--- config.mk ---
export PLATFORM = sky130hd
export DESIGN_NAME = first_fit_segment_allocator_top
export DESIGN_NICKNAME = d
export VERILOG_FILES = /design/src/rtl/ffsa_pkg.sv /design/src/rtl/ffsa_ram.sv /design/src/rtl/first_fit_segment_allocator_top.sv
export SDC_FILE = /design/constraint.sdc
export NUM_CORES = 2
export LEC_CHECK = 0
export ABC_CLOCK_PERIOD_IN_PS = 11350
export BUFFER_PORTS_ARGS = -buffer_cell sky130_fd_sc_hd__clkbuf_2
export CELL_PAD_IN_SITES_DETAIL_PLACEMENT = 0
export CELL_PAD_IN_SITES_GLOBAL_PLACEMENT = 1
export CORE_MARGIN = 2
export CORE_UTILIZATION = 50
export CTS_CLUSTER_DIAMETER = 100
export DETAILED_ROUTE_END_ITERATION = 8
export GPL_TIMING_DRIVEN = 0
export PLACE_DENSITY = 0.77
export SLEW_MARGIN = 20
export SYNTH_ARGS = -nofsm -noshare
export SYNTH_HDL_FRONTEND = slang
export SYNTH_SLANG_ARGS = --single-unit
--- constraint.sdc ---
create_clock -name i_clk -period 11.35 [get_ports i_clk]
set_input_delay 1.7025 -clock i_clk [delete_from_list [all_inputs] [get_ports i_clk]]
set_output_delay 1.7025 -clock i_clk [all_outputs]
set_load 0.03 [all_outputs]
--- src/rtl/ffsa_pkg.sv ---
package ffsa_pkg;

    localparam int MAX_SEGMENTS_DEF = 64;
    localparam int SIZE_W           = 16;
    localparam int HDR_W            = 8;
    localparam int ENT_W            = SIZE_W + 1;
    localparam int PADDR_W          = 3;

    localparam logic [SIZE_W-1:0] AREA_RESET   = 16'd8192;
    localparam logic [HDR_W-1:0]  HEADER_RESET = 8'd28;

    localparam logic REG_AREA   = 1'b0;
    localparam logic REG_HEADER = 1'b1;

    localparam logic KIND_ALLOC = 1'b0;
    localparam logic KIND_FREE  = 1'b1;

    typedef enum logic [2:0] {
        ST_OK        = 3'd0,
        ST_NO_FIT    = 3'd1,
        ST_ALREADY   = 3'd2,
        ST_UNKNOWN   = 3'd3,
        ST_FULL      = 3'd4
    } t_status;

endpackage

--- src/rtl/ffsa_ram.sv ---
module ffsa_ram #(
    parameter int WIDTH = 17,
    parameter int DEPTH = 64
) (
    input  logic                     i_clk,
    input  logic                     i_we,
    input  logic [$clog2(DEPTH)-1:0] i_waddr,
    input  logic [WIDTH-1:0]         i_wdata,
    input  logic [$clog2(DEPTH)-1:0] i_raddr,
    output logic [WIDTH-1:0]         o_rdata
);

    logic [WIDTH-1:0] r_mem [DEPTH];
    logic [WIDTH-1:0] r_rdata;

    always_ff @(posedge i_clk) begin
        if (i_we) begin
            r_mem[i_waddr] <= i_wdata;
        end
        r_rdata <= r_mem[i_raddr];
    end

    assign o_rdata = r_rdata;

endmodule

--- src/rtl/first_fit_segment_allocator_top.sv ---
// First-fit segment allocator with coalescing.
// Input stream: tuser = kind (0 allocate, 1 free); tdata carries req_size and handle.
// Output stream: one transaction per input transaction with status and granted offset.
// The segment table (free bit and size per entry) lives in one synchronous RAM with
// a registered read; a counter holds the number of live entries.
// An item scans the table one entry per cycle from entry 0 until it hits, then
// shifts the entries above the hit point one per cycle (up on allocate, down on a
// merging free). One item is in flight at a time and the input is ready again in
// the cycle the result appears.
// The result waits in an output register; the input side accepts the next item
// while it waits, and the block stalls at the end of that item until the receiver
// takes the earlier result.
// Reset sets area_size 8192, header_bytes 28 and rewrites entry 0 as a single free
// segment. A write to area_size does the same; writes to header_bytes leave the
// table alone. Users must write configuration only while idle; it is not enforced.
module first_fit_segment_allocator_top #(
    parameter int MAX_SEGMENTS = ffsa_pkg::MAX_SEGMENTS_DEF
) (
    input  logic                         i_clk,
    input  logic                         i_rst_n,
    input  logic                         s_axis_tvalid,
    output logic                         s_axis_tready,
    input  logic [31:0]                  s_axis_tdata,  // req_size[15:0], handle[31:16]
    input  logic                         s_axis_tuser,  // kind
    output logic                         m_axis_tvalid,
    input  logic                         m_axis_tready,
    output logic [23:0]                  m_axis_tdata,  // status[2:0], granted_offset[18:3]
    input  logic                         psel,
    input  logic                         penable,
    input  logic                         pwrite,
    input  logic [ffsa_pkg::PADDR_W-1:0] paddr,
    input  logic [31:0]                  pwdata,
    output logic [31:0]                  prdata,
    output logic                         pready
);

    localparam int IW = $clog2(MAX_SEGMENTS);
    localparam int CW = $clog2(MAX_SEGMENTS + 1);
    localparam int SW = ffsa_pkg::SIZE_W;
    localparam int EW = ffsa_pkg::ENT_W;
    localparam logic [CW-1:0] MAX_CNT = CW'(MAX_SEGMENTS);

    typedef enum logic [2:0] {
        S_INIT, S_IDLE, S_SCAN, S_FNEXT, S_MOVE, S_AW1, S_AW2, S_RESP
    } t_state;

    t_state            r_state, n_state, r_after, n_after;
    logic [SW-1:0]     r_area;
    logic [7:0]        r_hdr;
    logic [CW-1:0]     r_cnt, n_cnt;
    logic              r_kind, n_kind;
    logic [SW-1:0]     r_handle, n_handle;
    logic [SW:0]       r_need, n_need;
    logic [SW:0]       r_off, n_off;
    logic [CW-1:0]     r_ri, n_ri;
    logic [CW-1:0]     r_pi, n_pi;
    logic              r_pv, n_pv;
    logic [CW-1:0]     r_idx, n_idx;
    logic [EW-1:0]     r_cur, n_cur;
    logic [EW-1:0]     r_prev, n_prev;
    logic [CW-1:0]     r_src, n_src;
    logic [CW-1:0]     r_end, n_end;
    logic              r_go, n_go;
    logic              r_up, n_up;
    logic [1:0]        r_dist, n_dist;
    logic              r_pend, n_pend;
    logic [CW-1:0]     r_dst, n_dst;
    logic              r_out_valid;
    logic [23:0]       r_out_data;
    logic [2:0]        res_status;
    logic [SW-1:0]     res_offset;
    logic              res_load;

    logic              ram_we;
    logic [IW-1:0]     ram_wa, ram_ra;
    logic [EW-1:0]     ram_wd, ram_rd;

    logic              cfg_wr;
    logic              hit;
    logic              nf, pf;
    logic [SW+1:0]     total;
    logic [CW-1:0]     src0;

    ffsa_ram #(.WIDTH(EW), .DEPTH(MAX_SEGMENTS)) u_ram (
        .i_clk   (i_clk),
        .i_we    (ram_we),
        .i_waddr (ram_wa),
        .i_wdata (ram_wd),
        .i_raddr (ram_ra),
        .o_rdata (ram_rd)
    );

    assign cfg_wr        = psel && penable && pwrite;
    assign pready        = 1'b1;
    assign prdata        = paddr[2] ? {24'd0, r_hdr} : {16'd0, r_area};
    assign s_axis_tready = (r_state == S_IDLE);
    assign m_axis_tvalid = r_out_valid;
    assign m_axis_tdata  = r_out_data;

    assign hit = (r_kind == ffsa_pkg::KIND_FREE) ? (r_off == {1'b0, r_handle})
                 : (ram_rd[SW] && ({1'b0, ram_rd[SW-1:0]} > r_need));
    assign nf    = ((r_idx + 1'b1) < r_cnt) && ram_rd[SW];
    assign pf    = (r_idx != '0) && r_prev[SW];
    assign total = {2'b0, r_cur[SW-1:0]} + (nf ? {2'b0, ram_rd[SW-1:0]} : '0)
                   + (pf ? {2'b0, r_prev[SW-1:0]} : '0);
    assign src0  = r_idx + 1'b1 + CW'(nf);

    always_comb begin
        n_state = r_state; n_after = r_after; n_cnt = r_cnt;
        n_kind = r_kind; n_handle = r_handle; n_need = r_need; n_off = r_off;
        n_ri = r_ri; n_pi = r_pi; n_pv = r_pv; n_idx = r_idx; n_cur = r_cur;
        n_prev = r_prev; n_src = r_src; n_end = r_end; n_go = r_go; n_up = r_up;
        n_dist = r_dist; n_pend = r_pend; n_dst = r_dst;
        ram_we = 1'b0; ram_wa = '0; ram_wd = '0; ram_ra = '0;
        res_status = ffsa_pkg::ST_OK; res_offset = '0; res_load = 1'b0;
        unique case (r_state)
            S_INIT: begin
                ram_we  = 1'b1;
                ram_wd  = {1'b1, r_area};
                n_cnt   = CW'(1);
                n_state = S_IDLE;
            end
            S_IDLE: begin
                if (cfg_wr && paddr[2] == ffsa_pkg::REG_AREA) begin
                    n_state = S_INIT;
                end else if (s_axis_tvalid) begin
                    n_kind   = s_axis_tuser;
                    n_handle = s_axis_tdata[31:16];
                    n_need   = {1'b0, s_axis_tdata[15:0]} + {9'd0, r_hdr};
                    n_off    = '0;
                    n_ri     = '0;
                    n_pv     = 1'b0;
                    n_state  = S_SCAN;
                end
            end
            S_SCAN: begin
                if (r_ri < r_cnt) begin
                    ram_ra = r_ri[IW-1:0];
                    n_ri   = r_ri + 1'b1;
                    n_pi   = r_ri;
                    n_pv   = 1'b1;
                end else begin
                    n_pv = 1'b0;
                end
                if (r_pv && hit) begin
                    n_idx = r_pi;
                    n_cur = ram_rd;
                    if (r_kind == ffsa_pkg::KIND_ALLOC) begin
                        if (r_cnt >= MAX_CNT) begin
                            res_status = ffsa_pkg::ST_FULL;
                            n_state    = S_RESP;
                        end else begin
                            n_src   = r_cnt - 1'b1;
                            n_end   = r_pi + 1'b1;
                            n_go    = r_cnt > (r_pi + 1'b1);
                            n_up    = 1'b0;
                            n_pend  = 1'b0;
                            n_after = S_AW1;
                            n_state = S_MOVE;
                        end
                    end else if (ram_rd[SW]) begin
                        res_status = ffsa_pkg::ST_ALREADY;
                        n_state    = S_RESP;
                    end else begin
                        n_state = S_FNEXT;
                    end
                end else if (r_pv) begin
                    n_off  = r_off + {1'b0, ram_rd[SW-1:0]};
                    n_prev = ram_rd;
                end else if (r_ri >= r_cnt) begin
                    res_status = (r_kind == ffsa_pkg::KIND_FREE) ? ffsa_pkg::ST_UNKNOWN
                                                                 : ffsa_pkg::ST_NO_FIT;
                    n_state    = S_RESP;
                end
            end
            S_FNEXT: begin
                ram_we  = 1'b1;
                ram_wa  = IW'(r_idx - CW'(pf));
                ram_wd  = {1'b1, total[SW-1:0]};
                n_dist  = {1'b0, nf} + {1'b0, pf};
                n_src   = src0;
                n_end   = r_cnt - 1'b1;
                n_go    = (nf || pf) && (src0 < r_cnt);
                n_up    = 1'b1;
                n_pend  = 1'b0;
                n_cnt   = r_cnt - CW'(nf) - CW'(pf);
                n_after = S_RESP;
                n_state = S_MOVE;
            end
            S_MOVE: begin
                if (r_go) begin
                    ram_ra = r_src[IW-1:0];
                    n_pend = 1'b1;
                    n_dst  = r_up ? (r_src - CW'(r_dist)) : (r_src + 1'b1);
                    if (r_src == r_end) begin
                        n_go = 1'b0;
                    end else begin
                        n_src = r_up ? (r_src + 1'b1) : (r_src - 1'b1);
                    end
                end else begin
                    n_pend = 1'b0;
                end
                if (r_pend) begin
                    ram_we = 1'b1;
                    ram_wa = r_dst[IW-1:0];
                    ram_wd = ram_rd;
                end
                if (!r_go && !r_pend) begin
                    n_state = r_after;
                end
            end
            S_AW1: begin
                ram_we  = 1'b1;
                ram_wa  = IW'(r_idx + 1'b1);
                ram_wd  = {1'b1, r_cur[SW-1:0] - r_need[SW-1:0]};
                n_state = S_AW2;
            end
            S_AW2: begin
                ram_we  = 1'b1;
                ram_wa  = r_idx[IW-1:0];
                ram_wd  = {1'b0, r_need[SW-1:0]};
                n_cnt   = r_cnt + 1'b1;
                n_state = S_RESP;
            end
            S_RESP: begin
                if (!r_out_valid || m_axis_tready) begin
                    n_state = S_IDLE;
                end
            end
            default: n_state = S_IDLE;
        endcase
        if (r_state == S_SCAN && n_state == S_RESP) begin
            res_load = 1'b1;
        end else if (r_state == S_AW2 || (r_state == S_MOVE && n_state == S_RESP)) begin
            res_load   = 1'b1;
            res_offset = (r_after == S_AW1) ? r_off[SW-1:0] : '0;
        end
    end

    logic [2:0]    r_res_status;
    logic [SW-1:0] r_res_offset;

    always_ff @(posedge i_clk) begin
        if (!i_rst_n) begin
            r_state     <= S_INIT;
            r_after     <= S_RESP;
            r_area      <= ffsa_pkg::AREA_RESET;
            r_hdr       <= ffsa_pkg::HEADER_RESET;
            r_cnt       <= CW'(1);
            r_pv        <= 1'b0;
            r_go        <= 1'b0;
            r_pend      <= 1'b0;
            r_out_valid <= 1'b0;
        end else begin
            r_state <= n_state;
            r_after <= n_after;
            r_cnt   <= n_cnt;
            r_pv    <= n_pv;
            r_go    <= n_go;
            r_pend  <= n_pend;
            if (cfg_wr && paddr[2] == ffsa_pkg::REG_AREA) begin
                r_area <= pwdata[SW-1:0];
            end
            if (cfg_wr && paddr[2] == ffsa_pkg::REG_HEADER) begin
                r_hdr <= pwdata[7:0];
            end
            if (r_state == S_RESP && (!r_out_valid || m_axis_tready)) begin
                r_out_valid <= 1'b1;
                r_out_data  <= {5'd0, r_res_offset, r_res_status};
            end else if (m_axis_tready) begin
                r_out_valid <= 1'b0;
            end
        end
        r_kind   <= n_kind;
        r_handle <= n_handle;
        r_need   <= n_need;
        r_off    <= n_off;
        r_ri     <= n_ri;
        r_pi     <= n_pi;
        r_idx    <= n_idx;
        r_cur    <= n_cur;
        r_prev   <= n_prev;
        r_src    <= n_src;
        r_end    <= n_end;
        r_up     <= n_up;
        r_dist   <= n_dist;
        r_dst    <= n_dst;
        if (res_load) begin
            r_res_status <= res_status;
            r_res_offset <= res_offset;
        end
    end

endmodule

## Word level (Yosys, flattened, before mapping)

Memory sizes are Yosys's and may differ from the RTL's. A register that Yosys moved wholly into a read port is not among the register bits.
Cells that the tools add are included.

- $add $sub $neg: 18
- Multipliers: 0
- Div/mod/pow operators: 0
- Magnitude comparators: 7
- Eq/ne operators: 21
- Shift operators: 0
- Muxes and demuxes: 79
- Bitwise logic cells: 5
- Reductions and logical operators: 40

Operators by type and width:

| kind | count |
|---|---|
| 17-bit 2-to-1 mux | 5 |
| 17-bit case mux with 5 select lines | 1 |
| 7-bit 2-to-1 mux | 12 |
| 16-bit 2-to-1 mux | 3 |
| 3-bit 2-to-1 mux | 15 |
| 7-bit case mux with 3 select lines | 2 |
| 7-bit by 1-bit adder with 7-bit output, second input constant | 5 |
| 17-bit case mux with 2 select lines | 1 |
| 16-bit adder | 2 |
| 7-bit case mux with 2 select lines | 2 |
| 6-bit 2-to-1 mux | 4 |
| 3-bit case mux with 8 select lines | 1 |
| 6-bit case mux with 4 select lines | 1 |
| 7-bit less-than comparator | 3 |
| 1-bit 2-to-1 mux | 20 |
| 2-bit inequality test, second input constant | 10 |
| 3-bit equality test, second input constant | 6 |
| 16-bit by 8-bit adder with 17-bit output | 1 |
| 17-bit by 16-bit adder with 17-bit output | 1 |
| 17-bit by 16-bit equality test with 1-bit output | 1 |
| 16-bit by 17-bit greater-than comparator with 1-bit output | 1 |
| 16-bit subtractor | 1 |
| 7-bit by 1-bit subtractor with 7-bit output | 2 |
| 7-bit by 1-bit subtractor with 7-bit output, second input constant | 2 |
| 30 further kinds | 68 |

- Register bits: 207
- Latch bits: 0
- RAM bits: 1088
- Bits in read-only memories: 0
- Input port bits: 75
- Output and inout bits: 59
- Logic and storage cells: 197
- Memories kept: 1

Memories:

| name | depth | width | rd ports | clocked after Yosys merged registers in | write ports | RTL line | RTL |
|---|---|---|---|---|---|---|---|
| u_ram.r_mem | 64 | 17 | 1 | 1 | 1 | ffsa_ram.sv:13 | `logic [WIDTH-1:0] r_mem [DEPTH];` |

## Longest topological paths before layout

- Depth after elaboration: 11
- Depth in mapped cells: 24
- Mapped depth without buffers: 22

## Modules after synthesis

From an unflattened synthesis, not the netlist that was laid out.

- Cell total of the unflattened synthesis: 3212
- Area, all modules: 55620.8 µm²

By module, submodules not included:

| module | instances | cells an instance | area each (µm²) | seq. area each (µm²) |
|---|---|---|---|---|
| ffsa_ram | 1 | 1875 | 42117.9 | 33011.7 |
| first_fit_segment_allocator_top | 1 | 1337 | 13503.0 | 5765.5 |

## Worst setup path after synthesis

No wires, ideal clock.

- Path kind: register to register
- From: register r_idx[2]
- To: memory u_ram.r_mem[0][5], data pin
- Library setup time: 1.009 ns
- Arrival: 8.308 ns
- Required time: 10.341 ns
- Slack: 2.033 ns
- Cell stages (with the launch flop): 20
- Period minus slack after synthesis: 9.317 ns
- Cells stage by stage: edfxtp_1 clkbuf_1 and3_1 and3_1 xor2_1 ha_1 nand3_1 a21oi_1 nor4b_1 clkbuf_1 nand2_1 fa_1 inv_1 ha_1 inv_1 fa_1 nand2b_1 nand2b_1 a211oi_1 o311ai_0

- Word-level cells in the longest chain between the ends: 7
- Elaborated cells between the ends (all ways): 10

RTL lines:

| item | RTL line | RTL |
|---|---|---|
| start: declaration | first_fit_segment_allocator_top.sv:58 | `logic [CW-1:0] r_idx, n_idx;` |
| start signal: assignment | first_fit_segment_allocator_top.sv:280 | `r_idx <= n_idx;` |
| 7-bit by 1-bit adder with 7-bit output | n/a |  |
| 7-bit less-than comparator | first_fit_segment_allocator_top.sv:102 | `assign nf = ((r_idx + 1'b1) < r_cnt) && ram_rd[SW];` |
| 1-bit logical AND | first_fit_segment_allocator_top.sv:102 |  |
| 16-bit 2-to-1 mux | first_fit_segment_allocator_top.sv:104 | `assign total = {2'b0, r_cur[SW-1:0]} + (nf ? {2'b0, ram_rd[SW-1:0]} : '0)` |
| 16-bit adder | first_fit_segment_allocator_top.sv:104 |  |
| 16-bit adder * | first_fit_segment_allocator_top.sv:105 | `+ (pf ? {2'b0, r_prev[SW-1:0]} : '0);` |
| 17-bit case mux with 5 select lines * | first_fit_segment_allocator_top.sv:116 | `unique case (r_state)` |
| net ram_wd[5] | first_fit_segment_allocator_top.sv:76 | `logic [EW-1:0] ram_wd, ram_rd;` |
| end: declaration | ffsa_ram.sv:13 |  |

The timed path passes the listed nets; every way through them passes the cells marked *.

## Worst setup path in the final report

- From: register r_idx[2]
- To: memory u_ram.r_mem[7][13], data pin

Same word-level chain as after synthesis.

==> metrics list <==
* Result of the run: finished, final reports clean
- For the worst setup path, the data arrival time is 8.20 ns.
* Ports placed on the boundary: 134
* Proportion of layout cells with a drive suffix above 1: 14.59%
* Die footprint: 0.1163 mm2
- Cell area after layout: 0.06551 mm2
- Setup WS post-layout: 3.741 ns
* Clk sinks: 1310
* CTS H-tree lvls: 4
* Number of buffers inserted for hold repair after clock tree synthesis: 0
* Synth cell types: 83
- Routability-driven placement finished with a final weighted congestion of 0.8952.
- Total track usage: 27.66%
- At the end of the flow the core is filled with cells to 58.16%.
* Yosys Warn Count: 0
- Dividing the detail-routed wire length by the instance count gives 25.72 um.
* Cell area after placement: 0.06114 mm2
- Slowest Stage Delay on Critical Path: 0.76 ns
- First-pass GRT wire length: 236.2 mm
* Most frequent cells in the layout: 1254 x sky130_fd_sc_hd__edfxtp_1, 814 x sky130_fd_sc_hd__nand2_1, 251 x sky130_fd_sc_hd__a21oi_1, 228 x sky130_fd_sc_hd__mux2i_1, 141 x sky130_fd_sc_hd__clkbuf_16
- Total count of hold-check failures in the final report: 0
* Effective utilization at floorplan: 50.43%
* Half-perimeter wire length after placement: 118.7 mm
- The final critical path takes up 67.04% of the cycle.
- After layout, the minimum clock period comes to 7.609 ns.
- In the synthesized netlist the dominant register cell turns out to be sky130_fd_sc_hd__edfxtp_1.
- Entering global routing, the biggest net connects 65 pins.
- Critical R2R Launch: r_idx[2]$_DFFE_PP_
* Total gr overflow: 0
- Post-Syn Area: 0.05681 mm2
* Post-synthesis async set-or-reset flop share: 0%
- Across all register-to-register paths, the minimum setup slack is 3.74 ns.
- Fin Hold WS: 0.4155 ns
- The finished layout holds 6260 standard cells, fillers aside.
- Hold endpoint: m_axis_tdata[17]$_DFFE_PP_
- The worst hold path belongs to the class flop to flop.
* Clk_skew: 0.02862 ns
- Die extent in x: 341.1 um
* Number of cells on the worst hold path: 0
- Final setup violation count: 0
- The core region is 0.1127 mm2.
- In the routed design, unresolved DRC markers number 0.
- Slew at the pin closest to its max-slew limit: 1.193 ns
- CTS tree: built
- Post-synth EDFFs: 1254
- Once detail routing completed, the nets flagged for antenna violations numbered 0.
- Most common cell after layout, fill and taps aside: sky130_fd_sc_hd__edfxtp_1
* Synth-to-Final Area Change: 15.31%
* Antenna violations before repair: 9
- Number of detailed-route iterations in the first pass: 6
* Crit end category: flop
- Fin nets: 4857
- Using the TritonRoute via totals, the vias-per-cell ratio works out to 5.913.
- Number of I/O port buffers: 92
* Chip height: 341.1 um
* Launching element type of the critical path: flop
- Total design power: 10.72 mW
- Derived from the worst setup path, the maximum achievable clock frequency is 131.4 MHz.
* Clock latency on the worst-skew pair: 0.76 ns
* Cell leakage power: 23.45 nW
- Number of pins with negative max-slew slack in the final report: 0
- Worst Min Path Start: r_res_offset[14]$_SDFFCE_PP0P_
* Clock slew at reported path FFs: 0.06 ns
- Worst slack, placed: 3.927 ns
* Relative slew margins: 19.63%
- Counting the buffers created by CTS gives 139.
- Post-CTS setup repair buffer count: 0
* Cell seen most often among critical-path stages: sky130_fd_sc_hd__buf_4
* Total power density per cell area: 163.6 mW/mm2
- Via count: 37020
* Dpl cells: 6006
* Portion of the post-synthesis area used by sequential elements: 68.25%
* Max Cap Violations: 0
- Gates resized during post-CTS repair numbered 0.
* Max clock buf depth: 3
- Setup repair after global routing missed its margin: false
- Setup CP Type: flop to flop
* Flop and latch count out of synthesis: 1310
* Synthesized area per cell: 13.33 um2
* Sum of negative setup slack: 0 ns
* Worst-path maximum fanout: 12
- The number of global-route vias before repair is 35420.
* Critical R2R Capture: u_ram.r_mem[7][13]$_DFFE_PP_
* Routed wire length: 161.0 mm
* Buffer cell driving the clock tree root: sky130_fd_sc_hd__clkbuf_16
- Required time at the worst-slack endpoint: 11.94 ns
* Max rail drop VDD: 140.2 uV
* Max stage delay cell, worst path: sky130_fd_sc_hd__clkbuf_1
- Cells after Synth: 4261
* Reg2Reg Depth: 27
- The initialized floorplan defines 123 standard-cell rows.
- Number of design-rule violations left by the first detailed-router iteration: 4116
[kinds of logic after synthesis]
group           share of synthesized area (%)
simple gates                            11.18
mux                                     4.334
other cells                           0.01322
flops                                   68.25
fa+ha+maj                               3.251
buf+inv                                 2.936
compound gates                          8.386
xor+xnor                                1.650
[worst max-delay path: cells and delay by family, from the launching register on]
kind,cells,cell delay (ns)
xor+xnor,2,0.63
simple gates,6,1.20
compound gates,6,1.43
fa+ha+maj,4,1.47
buf+inv,9,2.30
flops,1,0.36
[synthesized netlist by cell type (all sizes together) (13+ instances only)]
cell,number,area share (%)
nor2,168,1.1
nand4,14,0.15
a21o,20,0.26
dfxtp,56,2.0
nor3,33,0.29
buf,170,1.9
a221oi,50,0.77
fa,21,0.74
mux2,16,0.32
o221ai,26,0.40
or4b,13,0.23
nand2b,14,0.15
a21oi,255,2.3
o21ai,66,0.58
mux2i,228,4.0
a32oi,31,0.48
ha,114,2.5
o2111ai,18,0.28
a31oi,39,0.43
a211oi,73,0.97
inv,82,0.54
clkbuf,76,0.50
and2,50,0.55
o211ai,14,0.18
edfxtp,1254,66
and3,74,0.81
a22oi,16,0.21
nor4,46,0.51
nand3,132,1.2
nand2,814,5.4
nor2b,23,0.27
xor2,55,0.85
xnor2,52,0.80
o22ai,22,0.24
[power breakdown]
group	switching (mW)	total (mW)	internal (mW)
clock network	1.90	4.38	2.48
logic	0.572	0.850	0.278
registers	0.0773	5.49	5.41
total	2.55	10.7	8.17
[registers in the layout, indices dropped and copies added, names as in the netlist, 8 cells and up]
register	flops
m_axis_tdata	19
r_area	16
r_cur	16
r_handle	16
r_hdr	8
r_need	17
r_off	17
r_prev	17
r_res_offset	16
u_ram.o_rdata	17
u_ram.r_mem	1088
[layout make-up]
| cell class | instances | area [um2] |
|---|---|---|
| Fill cell | 8902 | 47140 |
| Sequential cell | 1310 | 38780 |
| Multi-Input combinational cell | 2641 | 16830 |
| Clock buffer | 170 | 3677 |
| Timing Repair Buffer | 225 | 1988 |
| Tap cell | 1500 | 1877 |
| Buffer | 246 | 1354 |
| Clock inverter | 82 | 690.7 |
| Inverter | 84 | 315.3 |
| Antenna cell | 2 | 5.005 |
[metal layers]
metal / share of wire, % / up-vias / global-route usage [%]
met2: 48 / 1639 / 45.24
met3: 8.2 / 284 / 4.434
met1: 40 / 18340 / 37.44
li1: - / 16740 / -
met4: 3.8 / 6 / 10.40
met5: 0.023 / - / 0
[worst max-delay path by stage]
| stage | from | to | cells past startpoint |
|---|---|---|---|
| finish | r_idx[2]$_DFFE_PP_ | u_ram.r_mem[7][13]$_DFFE_PP_ | 27 |
| global route | r_idx[2]$_DFFE_PP_ | u_ram.r_mem[10][13]$_DFFE_PP_ | 27 |
| CTS | r_idx[2]$_DFFE_PP_ | u_ram.r_mem[7][13]$_DFFE_PP_ | 27 |
| detailed placement | r_idx[2]$_DFFE_PP_ | u_ram.r_mem[10][13]$_DFFE_PP_ | 27 |
| global placement | r_idx[2]$_DFFE_PP_ | u_ram.r_mem[37][5]$_DFFE_PP_ | 19 |
| floorplan | r_idx[2]$_DFFE_PP_ | u_ram.r_mem[0][5]$_DFFE_PP_ | 19 |
(Power assumes the default switching activity.)
